## config.mk

```make
export PLATFORM = sky130hd
export DESIGN_NAME = extended_gcd_unit
export DESIGN_NICKNAME = d
export VERILOG_FILES = /design/src/rtl/egcd_pkg.sv /design/src/rtl/egcd_ucode_rom.sv /design/src/rtl/egcd_sequencer.sv /design/src/rtl/egcd_datapath.sv /design/src/rtl/extended_gcd_unit.sv
export SDC_FILE = /design/constraint.sdc
export NUM_CORES = 1
export LEC_CHECK = 0
export BUFFER_PORTS_ARGS = -buffer_cell sky130_fd_sc_hd__buf_2
export CELL_PAD_IN_SITES_DETAIL_PLACEMENT = 1
export CELL_PAD_IN_SITES_GLOBAL_PLACEMENT = 2
export CORE_ASPECT_RATIO = 1.2
export CORE_MARGIN = 2
export CORE_UTILIZATION = 35
export CTS_CLUSTER_SIZE = 8
export DETAILED_ROUTE_END_ITERATION = 10
export GPL_ROUTABILITY_DRIVEN = 0
export PLACE_DENSITY_LB_ADDON = 0.2
export SYNTH_ARGS = -nofsm -noshare
export SYNTH_HDL_FRONTEND = slang
export SYNTH_SLANG_ARGS = --single-unit
export TNS_END_PERCENT = 5
```

## constraint.sdc

```tcl
create_clock -name clk -period 6.8 [get_ports clk]
set_clock_uncertainty 0.1 [all_clocks]
set_input_delay 1.36 -clock clk [delete_from_list [all_inputs] [get_ports clk]]
set_output_delay 1.36 -clock clk [all_outputs]
set_load 0.05 [all_outputs]
```

## src/rtl/egcd_pkg.sv

```systemverilog
`default_nettype none
// ----------------------------------------------------------------------------
// egcd_pkg
// Shared types for the extended gcd unit: micro-op and jump-condition codes,
// the control word layout, step addresses and the sequencer/datapath structs.
// ----------------------------------------------------------------------------
package egcd_pkg;

	typedef logic [2:0] pc_t;

	typedef enum logic [2:0] {
		OP_NOP,
		OP_ACCEPT,
		OP_DIV_INIT,
		OP_DIV_STEP,
		OP_UPDATE,
		OP_EMIT
	} op_t;

	// jump to target when the condition holds, otherwise fall through
	typedef enum logic [2:0] {
		C_NEVER,
		C_ALWAYS,
		C_NO_INPUT,
		C_RCUR_ZERO,
		C_DIV_BUSY,
		C_OUT_FULL
	} cond_t;

	typedef struct packed {
		op_t   op;
		cond_t cond;
		pc_t   target;
	} ucode_t;

	localparam pc_t PC_IDLE   = 3'd0;
	localparam pc_t PC_TEST   = 3'd1;
	localparam pc_t PC_SETUP  = 3'd2;
	localparam pc_t PC_DIV    = 3'd3;
	localparam pc_t PC_UPDATE = 3'd4;
	localparam pc_t PC_EMIT   = 3'd5;
	localparam pc_t PC_RETURN = 3'd6;

	typedef struct packed {
		logic in_ready;
		logic load;
		logic div_init;
		logic div_step;
		logic update;
		logic emit;
	} seq_ctrl_t;

	typedef struct packed {
		logic rcur_zero;
		logic div_last;
	} dp_status_t;

endpackage
`default_nettype wire

```

## src/rtl/egcd_ucode_rom.sv

```systemverilog
`default_nettype none
// ----------------------------------------------------------------------------
// egcd_ucode_rom
// Control store: one control word per step of the euclid program.
// ----------------------------------------------------------------------------
module egcd_ucode_rom (
	input  wire egcd_pkg::pc_t addr,
	output egcd_pkg::ucode_t   word
);

	always_comb begin
		unique case (addr)
			egcd_pkg::PC_IDLE:
				word = '{egcd_pkg::OP_ACCEPT, egcd_pkg::C_NO_INPUT, egcd_pkg::PC_IDLE};
			egcd_pkg::PC_TEST:
				word = '{egcd_pkg::OP_NOP, egcd_pkg::C_RCUR_ZERO, egcd_pkg::PC_EMIT};
			egcd_pkg::PC_SETUP:
				word = '{egcd_pkg::OP_DIV_INIT, egcd_pkg::C_NEVER, egcd_pkg::PC_IDLE};
			egcd_pkg::PC_DIV:
				word = '{egcd_pkg::OP_DIV_STEP, egcd_pkg::C_DIV_BUSY, egcd_pkg::PC_DIV};
			egcd_pkg::PC_UPDATE:
				word = '{egcd_pkg::OP_UPDATE, egcd_pkg::C_ALWAYS, egcd_pkg::PC_TEST};
			egcd_pkg::PC_EMIT:
				word = '{egcd_pkg::OP_EMIT, egcd_pkg::C_OUT_FULL, egcd_pkg::PC_EMIT};
			egcd_pkg::PC_RETURN:
				word = '{egcd_pkg::OP_NOP, egcd_pkg::C_ALWAYS, egcd_pkg::PC_IDLE};
			default:
				word = '{egcd_pkg::OP_NOP, egcd_pkg::C_ALWAYS, egcd_pkg::PC_IDLE};
		endcase
	end

endmodule
`default_nettype wire

```

## src/rtl/egcd_sequencer.sv

```systemverilog
`default_nettype none
// ----------------------------------------------------------------------------
// egcd_sequencer
// Step counter over the control store with conditional jumps; decodes the
// current micro-op into datapath strobes.
// ----------------------------------------------------------------------------
module egcd_sequencer (
	input  wire logic                 clk,
	input  wire logic                 arst_n,
	input  wire logic                 in_valid,
	input  wire logic                 out_full,
	input  wire egcd_pkg::dp_status_t status,
	output egcd_pkg::seq_ctrl_t       ctrl
);

	egcd_pkg::pc_t    pc_q;
	egcd_pkg::pc_t    pc_next;
	egcd_pkg::ucode_t word;
	logic             take_jump;

	egcd_ucode_rom u_rom (
		.addr (pc_q),
		.word (word)
	);

	always_ff @(posedge clk or negedge arst_n) begin
		if (!arst_n) begin
			pc_q <= egcd_pkg::PC_IDLE;
		end else begin
			pc_q <= pc_next;
		end
	end

	always_comb begin
		unique case (word.cond)
			egcd_pkg::C_NEVER:     take_jump = 1'b0;
			egcd_pkg::C_ALWAYS:    take_jump = 1'b1;
			egcd_pkg::C_NO_INPUT:  take_jump = !in_valid;
			egcd_pkg::C_RCUR_ZERO: take_jump = status.rcur_zero;
			egcd_pkg::C_DIV_BUSY:  take_jump = !status.div_last;
			egcd_pkg::C_OUT_FULL:  take_jump = out_full;
			default:               take_jump = 1'b1;
		endcase
		pc_next = take_jump ? word.target : pc_q + 3'd1;
	end

	always_comb begin
		ctrl          = '0;
		ctrl.in_ready = (word.op == egcd_pkg::OP_ACCEPT);
		ctrl.load     = ctrl.in_ready && in_valid;
		ctrl.div_init = (word.op == egcd_pkg::OP_DIV_INIT);
		ctrl.div_step = (word.op == egcd_pkg::OP_DIV_STEP);
		ctrl.update   = (word.op == egcd_pkg::OP_UPDATE);
		ctrl.emit     = (word.op == egcd_pkg::OP_EMIT) && !out_full;
	end

endmodule
`default_nettype wire

```

## src/rtl/egcd_datapath.sv

```systemverilog
`default_nettype none
// ----------------------------------------------------------------------------
// egcd_datapath
// Remainder and coefficient registers with a bit-serial restoring divider.
// Quotient bits come out msb first and are folded straight into q*s and q*t
// by shift-and-add, so no multiplier is needed.
// ----------------------------------------------------------------------------
module egcd_datapath #(
	parameter int WIDTH = 32
) (
	input  wire logic             clk,
	input  wire logic             arst_n,
	input  wire egcd_pkg::seq_ctrl_t ctrl,
	input  wire logic [WIDTH-1:0] first_operand,
	input  wire logic [WIDTH-1:0] second_operand,
	output egcd_pkg::dp_status_t  status,
	output logic      [WIDTH-1:0] coeff_x,
	output logic      [WIDTH-1:0] coeff_y,
	output logic      [WIDTH-1:0] divisor_d
);

	localparam int CW = $clog2(WIDTH + 1);

	logic [WIDTH-1:0] r_prev_q, r_cur_q;
	logic [WIDTH-1:0] s_prev_q, s_cur_q;
	logic [WIDTH-1:0] t_prev_q, t_cur_q;
	logic [WIDTH-1:0] rem_q, dvd_q, dsr_q;
	logic [WIDTH-1:0] acc_s_q, acc_t_q;
	logic [CW-1:0]    count_q;

	logic [WIDTH:0]   rem_sh;
	logic [WIDTH:0]   diff;
	logic             qbit;
	logic [WIDTH-1:0] rem_n;
	logic [WIDTH-1:0] acc_s_n, acc_t_n;
	logic             quot_neg;
	logic [WIDTH-1:0] r_next, s_next, t_next;
	logic [WIDTH-1:0] mag_prev, mag_cur;

	always_comb begin
		mag_prev = r_prev_q[WIDTH-1] ? ('0 - r_prev_q) : r_prev_q;
		mag_cur  = r_cur_q[WIDTH-1]  ? ('0 - r_cur_q)  : r_cur_q;

		// partial remainder is below the divisor, so the shifted value fits WIDTH bits
		rem_sh  = {rem_q, dvd_q[WIDTH-1]};
		diff    = rem_sh - {1'b0, dsr_q};
		qbit    = !diff[WIDTH];
		rem_n   = qbit ? diff[WIDTH-1:0] : rem_sh[WIDTH-1:0];
		acc_s_n = {acc_s_q[WIDTH-2:0], 1'b0} + (qbit ? s_cur_q : '0);
		acc_t_n = {acc_t_q[WIDTH-2:0], 1'b0} + (qbit ? t_cur_q : '0);

		// truncating division: remainder follows the dividend sign
		quot_neg = r_prev_q[WIDTH-1] ^ r_cur_q[WIDTH-1];
		r_next   = r_prev_q[WIDTH-1] ? ('0 - rem_q) : rem_q;
		s_next   = quot_neg ? (s_prev_q + acc_s_q) : (s_prev_q - acc_s_q);
		t_next   = quot_neg ? (t_prev_q + acc_t_q) : (t_prev_q - acc_t_q);
	end

	always_ff @(posedge clk or negedge arst_n) begin
		if (!arst_n) begin
			count_q <= '0;
		end else if (ctrl.div_init) begin
			count_q <= CW'(WIDTH);
		end else if (ctrl.div_step) begin
			count_q <= count_q - CW'(1);
		end
	end

	always_ff @(posedge clk) begin
		if (ctrl.load) begin
			r_prev_q <= first_operand;
			r_cur_q  <= second_operand;
			s_prev_q <= WIDTH'(1);
			s_cur_q  <= '0;
			t_prev_q <= '0;
			t_cur_q  <= WIDTH'(1);
		end else if (ctrl.update) begin
			r_prev_q <= r_cur_q;
			r_cur_q  <= r_next;
			s_prev_q <= s_cur_q;
			s_cur_q  <= s_next;
			t_prev_q <= t_cur_q;
			t_cur_q  <= t_next;
		end

		if (ctrl.div_init) begin
			rem_q   <= '0;
			dvd_q   <= mag_prev;
			dsr_q   <= mag_cur;
			acc_s_q <= '0;
			acc_t_q <= '0;
		end else if (ctrl.div_step) begin
			rem_q   <= rem_n;
			dvd_q   <= {dvd_q[WIDTH-2:0], 1'b0};
			acc_s_q <= acc_s_n;
			acc_t_q <= acc_t_n;
		end
	end

	assign status.rcur_zero = (r_cur_q == '0);
	assign status.div_last  = (count_q == CW'(1));
	assign coeff_x          = s_prev_q;
	assign coeff_y          = t_prev_q;
	assign divisor_d        = r_prev_q;

endmodule
`default_nettype wire

```

## src/rtl/extended_gcd_unit.sv

```systemverilog
`default_nettype none
// ----------------------------------------------------------------------------
// extended_gcd_unit
// Extended euclid on signed operands a and b: returns x, y, d with
// a*x + b*y = d, using truncating division along the remainder chain.
// ----------------------------------------------------------------------------
// One pair is worked on at a time. The number of remainder steps is at most about
// 46 for 32-bit operands. Each remainder step is one pass of the bit-serial divider,
// one quotient bit per cycle, with the coefficient products accumulated in the same
// cycles. b equal to zero gives x=1, y=0, d=a without a divider pass. The result
// sits in an output register, so the next pair is taken while the previous result
// still waits on the master side.
module extended_gcd_unit #(
	parameter int WIDTH = 32
) (
	input  wire logic                                 clk,
	input  wire logic                                 arst_n,
	input  wire logic                                 s_axis_tvalid,
	output logic                                      s_axis_tready,
	// first_operand, second_operand
	input  wire logic [((2*WIDTH+7)/8)*8-1:0]         s_axis_tdata,
	output logic                                      m_axis_tvalid,
	input  wire logic                                 m_axis_tready,
	// coeff_x, coeff_y, divisor_d
	output logic      [((3*WIDTH+7)/8)*8-1:0]         m_axis_tdata
);

	localparam int OUT_W = ((3*WIDTH+7)/8)*8;

	egcd_pkg::seq_ctrl_t  ctrl;
	egcd_pkg::dp_status_t status;
	logic [WIDTH-1:0]     coeff_x, coeff_y, divisor_d;
	logic [3*WIDTH-1:0]   result_q;
	logic                 out_valid_q;
	logic                 out_full;

	// output register frees up in the same cycle its beat is taken
	assign out_full = out_valid_q && !m_axis_tready;

	egcd_sequencer u_seq (
		.clk      (clk),
		.arst_n   (arst_n),
		.in_valid (s_axis_tvalid),
		.out_full (out_full),
		.status   (status),
		.ctrl     (ctrl)
	);

	egcd_datapath #(
		.WIDTH (WIDTH)
	) u_dp (
		.clk            (clk),
		.arst_n         (arst_n),
		.ctrl           (ctrl),
		.first_operand  (s_axis_tdata[WIDTH-1:0]),
		.second_operand (s_axis_tdata[2*WIDTH-1:WIDTH]),
		.status         (status),
		.coeff_x        (coeff_x),
		.coeff_y        (coeff_y),
		.divisor_d      (divisor_d)
	);

	always_ff @(posedge clk or negedge arst_n) begin
		if (!arst_n) begin
			out_valid_q <= 1'b0;
		end else if (ctrl.emit) begin
			out_valid_q <= 1'b1;
		end else if (m_axis_tready) begin
			out_valid_q <= 1'b0;
		end
	end

	always_ff @(posedge clk) begin
		if (ctrl.emit) begin
			result_q <= {divisor_d, coeff_y, coeff_x};
		end
	end

	assign s_axis_tready = ctrl.in_ready;
	assign m_axis_tvalid = out_valid_q;
	assign m_axis_tdata  = OUT_W'(result_q);

endmodule
`default_nettype wire

```

==> summary.md, run 1 <==
| Metric | Value |
|---|---|
| Routed via count | ~23,000 |
| CP startpoint kind | flip-flop |
| Placed Cells | a little over 4,000 |
| Crit path capture type | flip-flop |
| Synth area leaders | edfxtp_1, dfxtp_1, ha_1, nand2_1, o21ai_0 |
| Top cells by count, synth | nand2_1, o21ai_0, a21oi_1 |
| Outcome | completed |
| Top cell by count, worst path | a21oi_1 |
| Average wire per standard cell | ~21 µm |
| Max reg flops | 96 |
| Initial cell density of the core | between 30% and 40% |
| DRT iter0 DRCs | 1,096 |
| GR Util met3 | about 3% |
| Core Util, Final | between 40% and 50% |
| CTS max path bufs | 3 |
| Post-Synthesis Cell Area | between 20,000 and 30,000 µm² |
| Yosys warns | 0 |
| Fillcell total | approximately 8,900 |
| CORE AREA | 76,400 µm² |
| Post-synth EDFFs | ~220 |
| Leakage | 13.0 nW |
| Critical Path AT | about 6.7 ns |
| TritonCTS Sinks | ~460 |
| Ys async rst share | 2.18% |
| Vias in the first global route | 24,100 |
| Syn avg cell area | 9.03 µm² |
| Primary FF master, synth | edfxtp_1 |
| Compound-Gate Fraction of Synth Area | approximately 20% |
| Period utilization | around 90% |
| Proportion of netlist area held by the largest area contributor | around 25% |
| Port Buffers | around 170 |
| Crit path time final | between 6 and 7 ns |
| Worst-Margin Slew | 1.04 ns |
| GR peak layer | met2 |
| Pins Over Slew Limit | 0 |
| Peak supply drop | ~0.00023 V |
| Post-route setup slack | ~0.53 ns |
| Synthesis-stage register bit count | 458 |
| Crit path max-delay family | compound AO/OA/AOI/OAI gates |
| Largest area contributor in the netlist | edfxtp_1 |
| Largest net degree at the start of global routing | about 120 |
| Die X | roughly 260 µm |
| Worst hold path type | reg -> reg |
| DRT antenna net count | 0 |
| Pwr Density | 558 nW/µm² |
| Multiplexer area fraction after synthesis | between 1 and 1.5% |
| Final wirelength | 88,700 µm |
| Pre-CTS setup slack | 0.163 ns |
| Cell count after synthesis | ~3,000 |
| Reg clk slew, reported paths | about 0.05 ns |
| First-pass GRT wire length | ~140,000 µm |
| Die Y | about 300 µm |
| Final cell count without fillers | roughly 4,200 |
| Largest family of logic cells by synthesized area | compound AO/OA/AOI/OAI gates |
| CTS Buf Count | 67 |
| Post-DP HPWL | between 60,000 and 70,000 µm |
| Post-Synth XOR/XNOR Area | between 9 and 10% |
| Root buf cell | clkbuf_16 |
| Slew HR | 30.7% |
| Area post-placement | 28,900 µm² |
| Clock latency on the worst-skew pair | about 0.62 ns |
| Max_cap viols | 0 |
| Tot GR Track Use | between 20% and 30% |
| Met1 usage | 27.5% |
| Final Hold Viols | 0 |
| # rows | between 100 and 150 |
| Slowest cell delay on critical path | ~0.43 ns |
| Met2 usage | between 30% and 40% |
| Layout cell share with drive strength beyond 1 | ~10% |
| Final #Nets | 3,362 |
| Htree depth | 3 |
| WP buf/inv | 2 |
| Via-to-Cell Ratio | between 5 and 6 |
| Post-synthesis cell type count | between 80 and 90 |
| First-pass iteration count of the detailed router | 6 |
| Setup TNS | 0 ns |
| Worst EP required | slightly above 7 ns |
| RSZ-0062 raised after global routing | false |
| Area Growth Syn to Fin | 14.5% |
| Adder-Cell Fraction of Synth Area | under 10% |
| TritonCTS clock tree | yes |
| Cells along the critical path | inv_1 -> ha_1 -> fa_1 -> nand2b_1 -> a21oi_1 -> o41a_1 -> a211oi_2 -> o41ai_2 -> a311oi_2 -> xnor2_2 -> and2_1 -> ha_1 -> fa_1 -> a211oi_1 -> o21bai_1 -> a2111oi_2 -> nor4_1 -> a2111oi_0 -> buf_4 -> o31a_1 -> o21ai_0 -> a21oi_1 -> xnor3_1 -> a21oi_1 |
| Share of the yosys chip area belonging to registers | between 40% and 50% |
| Total setup buffers inserted after CTS | 0 |
| Crit Path Class | reg -> reg |
| Most frequent cell after synthesis | nand2_1 |
| Net count after synthesis | approximately 3,200 |
| Total congestion overflow | 0 |
| Max Clock Freq | around 160 MHz |
| Setup violators final | 0 |
| Drt drc | 0 |
| Full die area | ~80,000 µm² |
| Top-Level Pins | roughly 170 |
| Initial antenna violation count | 0 |
| Crit path max fanout | 5 |
| Synth Area in Simple Gates | roughly 16% |
| Final Instance Area | roughly 31,000 µm² |
| Crit-path slowest cell | fa_1 |
## tightest hold or removal path, stage by stage, from the launching register on
cell and delay, ns:
dfxtp_1 0.32, nand2_1 0.06, a21oi_1 0.05
## per-stage QoR
step / power [mW] / hold WS, ns
2_1_floorplan: 11.4 / 0.337
3_3_place_gp: 13.8 / 0.350
3_5_place_dp: 14.1 / 0.359
4_1_cts: 17.5 / 0.369
5_1_grt: 18.6 / 0.389
6_report: 17.3 / 0.371
## report_power, final
group	total, mW	switching [mW]	internal (mW)	leakage, nW
registers	5.13	0.958	4.17	4.04
logic	8.89	5.70	3.19	8.00
clock network	3.24	1.34	1.90	0.951
total	17.3	8.00	9.27	13.0
## cells by family (layout without fill, tap and decap cells)
logic type	after synthesis	after routing
compound gates	886	886
mux	27	27
buf+inv	215	398
flops	458	458
other cells	0	1
xor+xnor	284	284
fa+ha+maj	172	172
simple gates	950	950
## layer usage
| layer | vias up | routed length (µm) |
|---|---|---|
| met5 | - | 0 |
| li1 | 11000 | - |
| met2 | 355 | 44400 |
| met1 | 11300 | 38800 |
| met3 | 134 | 2950 |
| met4 | 0 | 2570 |
## cell usage in the layout, fill, tap and decap left out, types with 26 or more instances in the layout
cell and instances:
a21o_1 97, a21oi_1 265, and2_1 68, buf_2 165, buf_4 28, clkbuf_1 47, clkbuf_16 68, dfxtp_1 224
edfxtp_1 224, ha_1 167, inv_1 79, nand2_1 537, nand3_1 38, nor2_1 115, nor3_1 33, o21ai_0 270
o31ai_1 52, or3_1 26, xnor2_1 141, xor2_1 139
## timing repair
action                                 in CTS  in global routing
endpoints found under the hold margin       0                  0
gates resized for setup                     0                 10
hold buffers                                0                  0
setup endpoints to repair                   0                 19
## area by class of cell
cell class / instances / area (µm²) / area share [%]
multi-input cells: 2319 / 14800 / 47.9
flip-flops and latches: 458 / 11500 / 37.0
clock buffers: 116 / 1890 / 6.12
well taps: 1017 / 1270 / 4.11
repair buffers: 195 / 1070 / 3.45
inverters: 81 / 304 / 0.983
clock inverters: 6 / 105 / 0.340
diodes: 1 / 2.50 / 0.00809
## worst paths after layout
| kind | start | endpoint | slack, ns | cells after the start |
|---|---|---|---|---|
| max | u_dp.dvd_q[31] | u_dp.acc_t_q[31] | 0.53 | 24 |
| min | u_dp.t_cur_q[28] | u_dp.coeff_y[28] | 0.37 | 2 |
| max reg2reg | u_dp.dvd_q[31] | u_dp.acc_t_q[31] | 0.53 | 24 |
| min reg2reg | u_dp.t_cur_q[28] | u_dp.coeff_y[28] | 0.37 | 2 |
| max in group asynchronous | arst_n | u_seq.pc_q[2] | 5.90 | 1 |
| min in group asynchronous | arst_n | u_dp.count_q[4] | 0.50 | 1 |
Note: power is estimated with default switching activity, not from simulation.
==> run 2, diff against run 1 <==
--- a/config.mk
+++ b/config.mk
@@ -5,12 +5,13 @@
 export SDC_FILE = /design/constraint.sdc
 export NUM_CORES = 1
 export LEC_CHECK = 0
+export ABC_AREA = 1
 export BUFFER_PORTS_ARGS = -buffer_cell sky130_fd_sc_hd__buf_2
 export CELL_PAD_IN_SITES_DETAIL_PLACEMENT = 1
 export CELL_PAD_IN_SITES_GLOBAL_PLACEMENT = 2
 export CORE_ASPECT_RATIO = 1.2
 export CORE_MARGIN = 2
-export CORE_UTILIZATION = 35
+export CORE_UTILIZATION = 33
 export CTS_CLUSTER_SIZE = 8
 export DETAILED_ROUTE_END_ITERATION = 10
 export GPL_ROUTABILITY_DRIVEN = 0
==> summary.md, run 2 <==
| Metric | Value |
|---|---|
| Hold_buf cts | 0 |
| Average wire per standard cell | ~19 µm |
| Synth Area in Simple Gates | roughly a quarter |
| Compound-Gate Fraction of Synth Area | between 10% and 20% |
| Vias in the first global route | between 20,000 and 30,000 |
| Post-Synth XOR/XNOR Area | 6.00% |
| Yosys warns | 0 |
| Period utilization | between 80% and 90% |
| Share of the yosys chip area belonging to registers | between 30% and 40% |
| # rows | 122 |
| Crit path time final | 5.51 ns |
| Top cell by count, worst path | nand2_1 |
| Die X | around 280 µm |
| Slew HR | a little under a third |
| Root buf cell | clkbuf_16 |
| CTS Buf Count | 69 |
| Post-synthesis cell type count | 58 |
| Final wirelength | 106,000 µm |
| Reg clk slew, reported paths | roughly 0.050 ns |
| Primary FF master, synth | edfxtp_1 |
| Peak supply drop | around 0.00016 V |
| Largest net degree at the start of global routing | about 130 |
| Worst-Margin Slew | around 1.0 ns |
| Top cells by count, synth | nand2_1, inv_1, nor2_1 |
| Drt drc | 0 |
| Initial antenna violation count | 5 |
| Crit-path slowest cell | inv_6 |
| Worst hold path type | reg -> reg |
| Total setup buffers inserted after CTS | 0 |
| Crit path max fanout | 52 |
| Initial cell density of the core | between 30% and 40% |
| DRT iter0 DRCs | between 1,000 and 1,500 |
| Clock latency on the worst-skew pair | between 0.6 and 0.7 ns |
| TritonCTS Sinks | roughly 460 |
| Proportion of netlist area held by the largest area contributor | 22.1% |
| Most frequent cell after synthesis | nand2_1 |
| Final #Nets | roughly 4,400 |
| Htree depth | 3 |
| CP startpoint kind | flip-flop |
| Die Y | approximately 340 µm |
| Largest area contributor in the netlist | edfxtp_1 |
| Cell count after synthesis | a little over 4,000 |
| Ys async rst share | 2.18% |
| Pwr Density | about 180 nW/µm² |
| Post_cts resized | 0 |
| Max reg flops | 96 |
| Syn avg cell area | 7.57 µm² |
| Layout cell share with drive strength beyond 1 | around 10% |
| First-pass GRT wire length | approximately 170,000 µm |
| Final Instance Area | ~35,000 µm² |
| ANT cells | 0 |
| Leakage | 15.6 nW |
| Critical Path AT | approximately 5.9 ns |
| Post-synth EDFFs | 224 |
| Post-DP HPWL | between 80,000 and 90,000 µm |
| Pins Over Slew Limit | 0 |
| CORE AREA | just over 90,000 µm² |
| Area post-placement | between 30,000 and 40,000 µm² |
| Full die area | roughly 95,000 µm² |
| Post-Synthesis Cell Area | around 30,000 µm² |
| Area Growth Syn to Fin | 13.4% |
| Worst hold margin | about 0.35 ns |
| Most frequent cells in the layout | nand2_1, inv_1, nor2_1, o21ai_0, a21oi_1 |
| Routed via count | 27,100 |
| Crit Path Class | reg -> reg |
| Worst EP required | slightly above 7 ns |
| Slowest cell delay on critical path | just under 0.8 ns |
| Outcome | completed |
| Synth area leaders | edfxtp_1, dfxtp_1, nand2_1, inv_1, ha_1 |
| RSZ-0062 raised after global routing | false |
| Commonest non-fill, non-tap cell in the layout | nand2_1 |
| CTS max path bufs | 3 |
| TritonCTS clock tree | yes |
| WP buf/inv | 5 |
| Adder-Cell Fraction of Synth Area | slightly above 7% |
| Via-to-Cell Ratio | between 4 and 5 |
| Total congestion overflow | 0 |
| Setup TNS | 0 ns |
| Top-Level Pins | roughly 170 |
| Final Hold Viols | 0 |
| Net count after synthesis | approximately 4,300 |
| First-pass iteration count of the detailed router | 5 |
| Synthesis-stage register bit count | around 460 |
| Multiplexer area fraction after synthesis | 0% |
| Tot GR Track Use | between 20 and 25% |
| Max Clock Freq | 182 MHz |
| Crit path capture type | flip-flop |
| Setup violators final | 0 |
| Max_cap viols | 0 |
| Crit path max-delay family | buffers and inverters |
| Largest family of logic cells by synthesized area | simple AND/OR/NAND/NOR gates |
| DRT antenna net count | 0 |
| Port Buffers | ~170 |
==> run 2: changes by cell type in the layout (fill, tap and decap cells not counted), sizes merged, moves of 68 or more <==
cell | previous run | this run
inv | 86 | 614
nand2 | 539 | 877
nor2 | 115 | 408
nand3 | 38 | 222
o211ai | 11 | 129
a21o | 97 | 21
xnor2 | 143 | 68
and2 | 69 | 1
==> run 2: cell type report <==
type / instances / area [µm²]
Sequential cell: 458 / 11500
Multi-Input combinational cell: 2844 / 16200
Inverter: 610 / 2300
Timing Repair Buffer: 187 / 1000
Clock buffer: 115 / 1940
Tap cell: 1240 / 1550
Fill cell: 11400 / 57300
Clock inverter: 8 / 144
==> run 2: through the flow <==
| step | worst slack [ns] | std cells | utilization [%] | total power, mW |
|---|---|---|---|---|
| global placement | 1.28 | 5339 | 35.4 | 2.95 |
| floorplan | 0.620 | 4028 | - | 2.93 |
| global route | 0.824 | 5462 | 37.6 | 6.45 |
| detailed placement | 1.21 | 5339 | 35.4 | 2.95 |
| CTS | 1.20 | 5462 | 37.6 | 6.34 |
| finish | 1.29 | 5462 | 37.6 | 6.23 |
==> run 2: routing by layer <==
metal / share of wire (%) / wire length (µm) / GRT usage [%] / up-vias
li1: - / - / - / 13600
met1: 45 / 47700 / 28.1 / 13000
met2: 49 / 52300 / 40.3 / 353
met5: 0.030 / 32 / 0 / -
met4: 2.8 / 2970 / 6.70 / 6
met3: 2.7 / 2870 / 2.78 / 165
==> run 2: worst paths after layout <==
check | start | endpoint | slack, ns | cells past startpoint
setup reg to reg | u_dp.dsr_q[0] | u_dp.acc_t_q[27] | 1.29 | 27
setup / recovery | u_dp.dsr_q[0] | u_dp.acc_t_q[27] | 1.29 | 27
max in group asynchronous | arst_n | u_dp.count_q[1] | 5.88 | 1
hold / removal | u_dp.r_cur_q[0] | u_dp.dsr_q[0] | 0.35 | 0
min in group asynchronous | arst_n | u_seq.pc_q[2] | 0.51 | 1
hold reg to reg | u_dp.r_cur_q[0] | u_dp.dsr_q[0] | 0.35 | 0
==> run 2: logic make-up after synthesis <==
kind of cell             count (synthesis)
adder cells (fa/ha/maj)                172
AND/OR/NAND/NOR                       1641
AO/OA/AOI/OAI                          822
XOR/XNOR                               209
flip-flops                             458
buffers and inverters                  726
==> run 2: report_power, final <==
part,switching [mW],internal [mW]
registers,0.0000000000000000538,2.87
clock network,1.34,1.99
logic,0.00916,0.0134
==> run 2: worst reg2reg max path: cells and delay by family, from the launching register on <==
| kind | cells | cell delay [ns] |
|---|---|---|
| buffers and inverters | 5 | 1.47 |
| AND/OR/NAND/NOR | 15 | 1.41 |
| AO/OA/AOI/OAI | 4 | 1.05 |
| adder cells (fa/ha/maj) | 3 | 1.00 |
| flip-flops | 1 | 0.36 |
==> run 3, diff against run 2 <==
--- a/config.mk
+++ b/config.mk
@@ -5,13 +5,13 @@
 export SDC_FILE = /design/constraint.sdc
 export NUM_CORES = 1
 export LEC_CHECK = 0
-export ABC_AREA = 1
+export ABC_AREA = 0
 export BUFFER_PORTS_ARGS = -buffer_cell sky130_fd_sc_hd__buf_2
 export CELL_PAD_IN_SITES_DETAIL_PLACEMENT = 1
 export CELL_PAD_IN_SITES_GLOBAL_PLACEMENT = 2
 export CORE_ASPECT_RATIO = 1.2
 export CORE_MARGIN = 2
-export CORE_UTILIZATION = 33
+export CORE_UTILIZATION = 35
 export CTS_CLUSTER_SIZE = 8
 export DETAILED_ROUTE_END_ITERATION = 10
 export GPL_ROUTABILITY_DRIVEN = 0
==> constraint.sdc (replaced) <==
create_clock -name clk -period 4.4 [get_ports clk]
set_clock_uncertainty 0.1 [all_clocks]
set_input_delay 0.88 -clock clk [delete_from_list [all_inputs] [get_ports clk]]
set_output_delay 0.88 -clock clk [all_outputs]
set_load 0.05 [all_outputs]
==> summary.md, run 3 (synthesized netlist as in run 1, its figures left out) <==
| Metric | Value |
|---|---|
| Core Util, Final | 45.3% |
| # rows | roughly 110 |
| Post-DP HPWL | slightly below 70,000 µm |
| Full die area | around 80,000 µm² |
| DRT iter0 DRCs | around 1,000 |
| Largest net degree at the start of global routing | approximately 130 |
| Max reg flops | 96 |
| Placed Cells | roughly 4,400 |
| Pins Over Slew Limit | 0 |
| Period utilization | 125% |
| Flop pwr share | 26.6% |
| Slew HR | between 30% and 40% |
| Worst hold margin | ~0.043 ns |
| Worst-Margin Slew | approximately 0.92 ns |
| Initial antenna violation count | 2 |
| Logic pwr share | a little under three fifths |
| Top-Level Pins | 166 |
| Setup violators final | 49 |
| Port Buffers | about 170 |
| Final cell count without fillers | between 4,000 and 5,000 |
| Max Clock Freq | between 150 and 200 MHz |
| CTS Buf Count | 68 |
| Post-route setup slack | -1.08 ns |
| Final #Nets | 3,746 |
| Most frequent cells in the layout | nand2_1, buf_4, o21ai_0, a21oi_1, edfxtp_1 |
| Pwr Density | 850 nW/µm² |
| Die Y | approximately 310 µm |
| Average wire per standard cell | between 20 and 25 µm |
| Htree depth | 3 |
| Violated checks | negative setup slack |
| CTS max path bufs | 3 |
| Internal power | 16.3 mW |
| Final Power | ~29 mW |
| Worst hold path type | in -> async |
| Final Hold Viols | 0 |
| DRT antenna net count | 0 |
| Pre-CTS setup slack | -1.39 ns |
| Area Growth Syn to Fin | 28.0% |
| Die X | approximately 260 µm |
| Leakage | 15.1 nW |
| Reg clk slew, reported paths | 0.06 ns |
| Critical Path AT | 5.90 ns |
| Outcome | finished, violations left |
| TritonCTS clock tree | yes |
| TritonCTS Sinks | 458 |
| Clk network pwr share | around 18% |
| Root buf cell | clkbuf_16 |
| Fillcell total | slightly below 9,000 |
| Max_cap viols | 0 |
| Crit path capture type | flip-flop |
| First-pass GRT wire length | about 150,000 µm |
| Final wirelength | slightly above 90,000 µm |
| Final Instance Area | about 35,000 µm² |
| Crit path time final | between 5 and 6 ns |
| CP startpoint kind | flip-flop |
| Setup TNS | -35.77 ns |
| Commonest non-fill, non-tap cell in the layout | nand2_1 |
| Crit path max fanout | 7 |
| Peak supply drop | slightly above 0.0004 V |
| Drt drc | 0 |
| Routed via count | 24,300 |
| Area post-placement | about 32,000 µm² |
| Vias in the first global route | approximately 27,000 |
| RSZ-0062 raised after global routing | true |
| Switching share of total power | 44.6% |
| Via-to-Cell Ratio | approximately 5.3 |
| Total congestion overflow | 0 |
| CORE AREA | roughly 76,000 µm² |
| Tot GR Track Use | approximately a quarter |
| Clock latency on the worst-skew pair | between 0.6 and 0.7 ns |
| Initial cell density of the core | between 30 and 40% |
| Switch Pwr | 13.1 mW |
| Layout cell share with drive strength beyond 1 | between 20% and 30% |
| Crit Path Class | reg -> reg |
| First-pass iteration count of the detailed router | 5 |
| ANT cells | 0 |
| Worst EP required | 4.81 ns |
## run 3: cell count changes in the layout (fill, tap and decap cells not counted), moves of 114 or more
cell and delta:
o211ai_1 -114, buf_4 +381, nor2_1 -219, nand3_1 -182
inv_1 -512, nand2_1 -323
## run 3: path summary, 6_finish.rpt
| check | startpoint | to | slack [ns] | depth (start not counted) |
|---|---|---|---|---|
| worst max-delay path | u_dp.dvd_q[31] | u_dp.acc_t_q[30] | -1.08 | 25 |
| worst min-delay path | arst_n | u_dp.count_q[5] | 0.04 | 1 |
| worst max register to register | u_dp.dvd_q[31] | u_dp.acc_t_q[30] | -1.08 | 25 |
| worst min register to register | u_dp.s_cur_q[28] | u_dp.coeff_x[28] | 0.36 | 2 |
| max in group asynchronous | arst_n | u_dp.count_q[3] | 3.87 | 1 |
| min in group clk | u_dp.s_cur_q[28] | u_dp.coeff_x[28] | 0.36 | 2 |
## run 3: repair_timing
action	in CTS	in global routing
buffers inserted	9	2
hold buffers	0	0
setup endpoints to repair	64	73
gates resized for setup	77	39
pin swaps	78	24
## run 3: layout make-up
class	count	area [µm²]	area share, %
timing repair buffer	578	4040	11.7
inverter	81	304	0.879
tap	1017	1270	3.68
clock inverter	6	97.6	0.282
clock buffer	120	1980	5.72
multi-input combinational	2319	15400	44.6
sequential	458	11500	33.1
## run 3: critical path, stage by stage, from the launching register on
cell and delay, ns:
edfxtp_1 0.34, inv_1 0.05, ha_2 0.19, fa_2 0.35, nand2b_4 0.15, a21oi_2 0.15
o41a_1 0.24, a211oi_2 0.09, buf_4 0.16, o41ai_4 0.26, a311oi_4 0.19, xnor2_4 0.31
buf_6 0.17, and2_4 0.17, ha_4 0.19, a21o_1 0.15, a21o_1 0.20, a2111oi_4 0.42
o31ai_4 0.09, a221o_1 0.36, a221oi_2 0.26, buf_4 0.17, o21a_1 0.14, o21ai_2 0.07
xnor2_1 0.13, a221oi_1 0.25
## run 3: per-layer routing
layer,share of wire (%),vias to the layer above,routed length [µm],GRT usage (%)
met2,52,408,48000,43.2
met1,41,12000,38400,26.8
met5,0,-,0,0
met4,3.6,0,3360,9.10
li1,-,11700,-,-
met3,3.4,167,3110,3.22
## run 3: power by group through the flow
stage               registers, mW  logic [mW]  clock network, mW
floorplan                    8.07        9.55                  0
global placement             7.85        15.5                  0
detailed placement           7.88        16.1                  0
CTS                          7.84        16.4               5.33
global route                 8.00        18.1               5.50
finish                       7.82        16.4               5.19
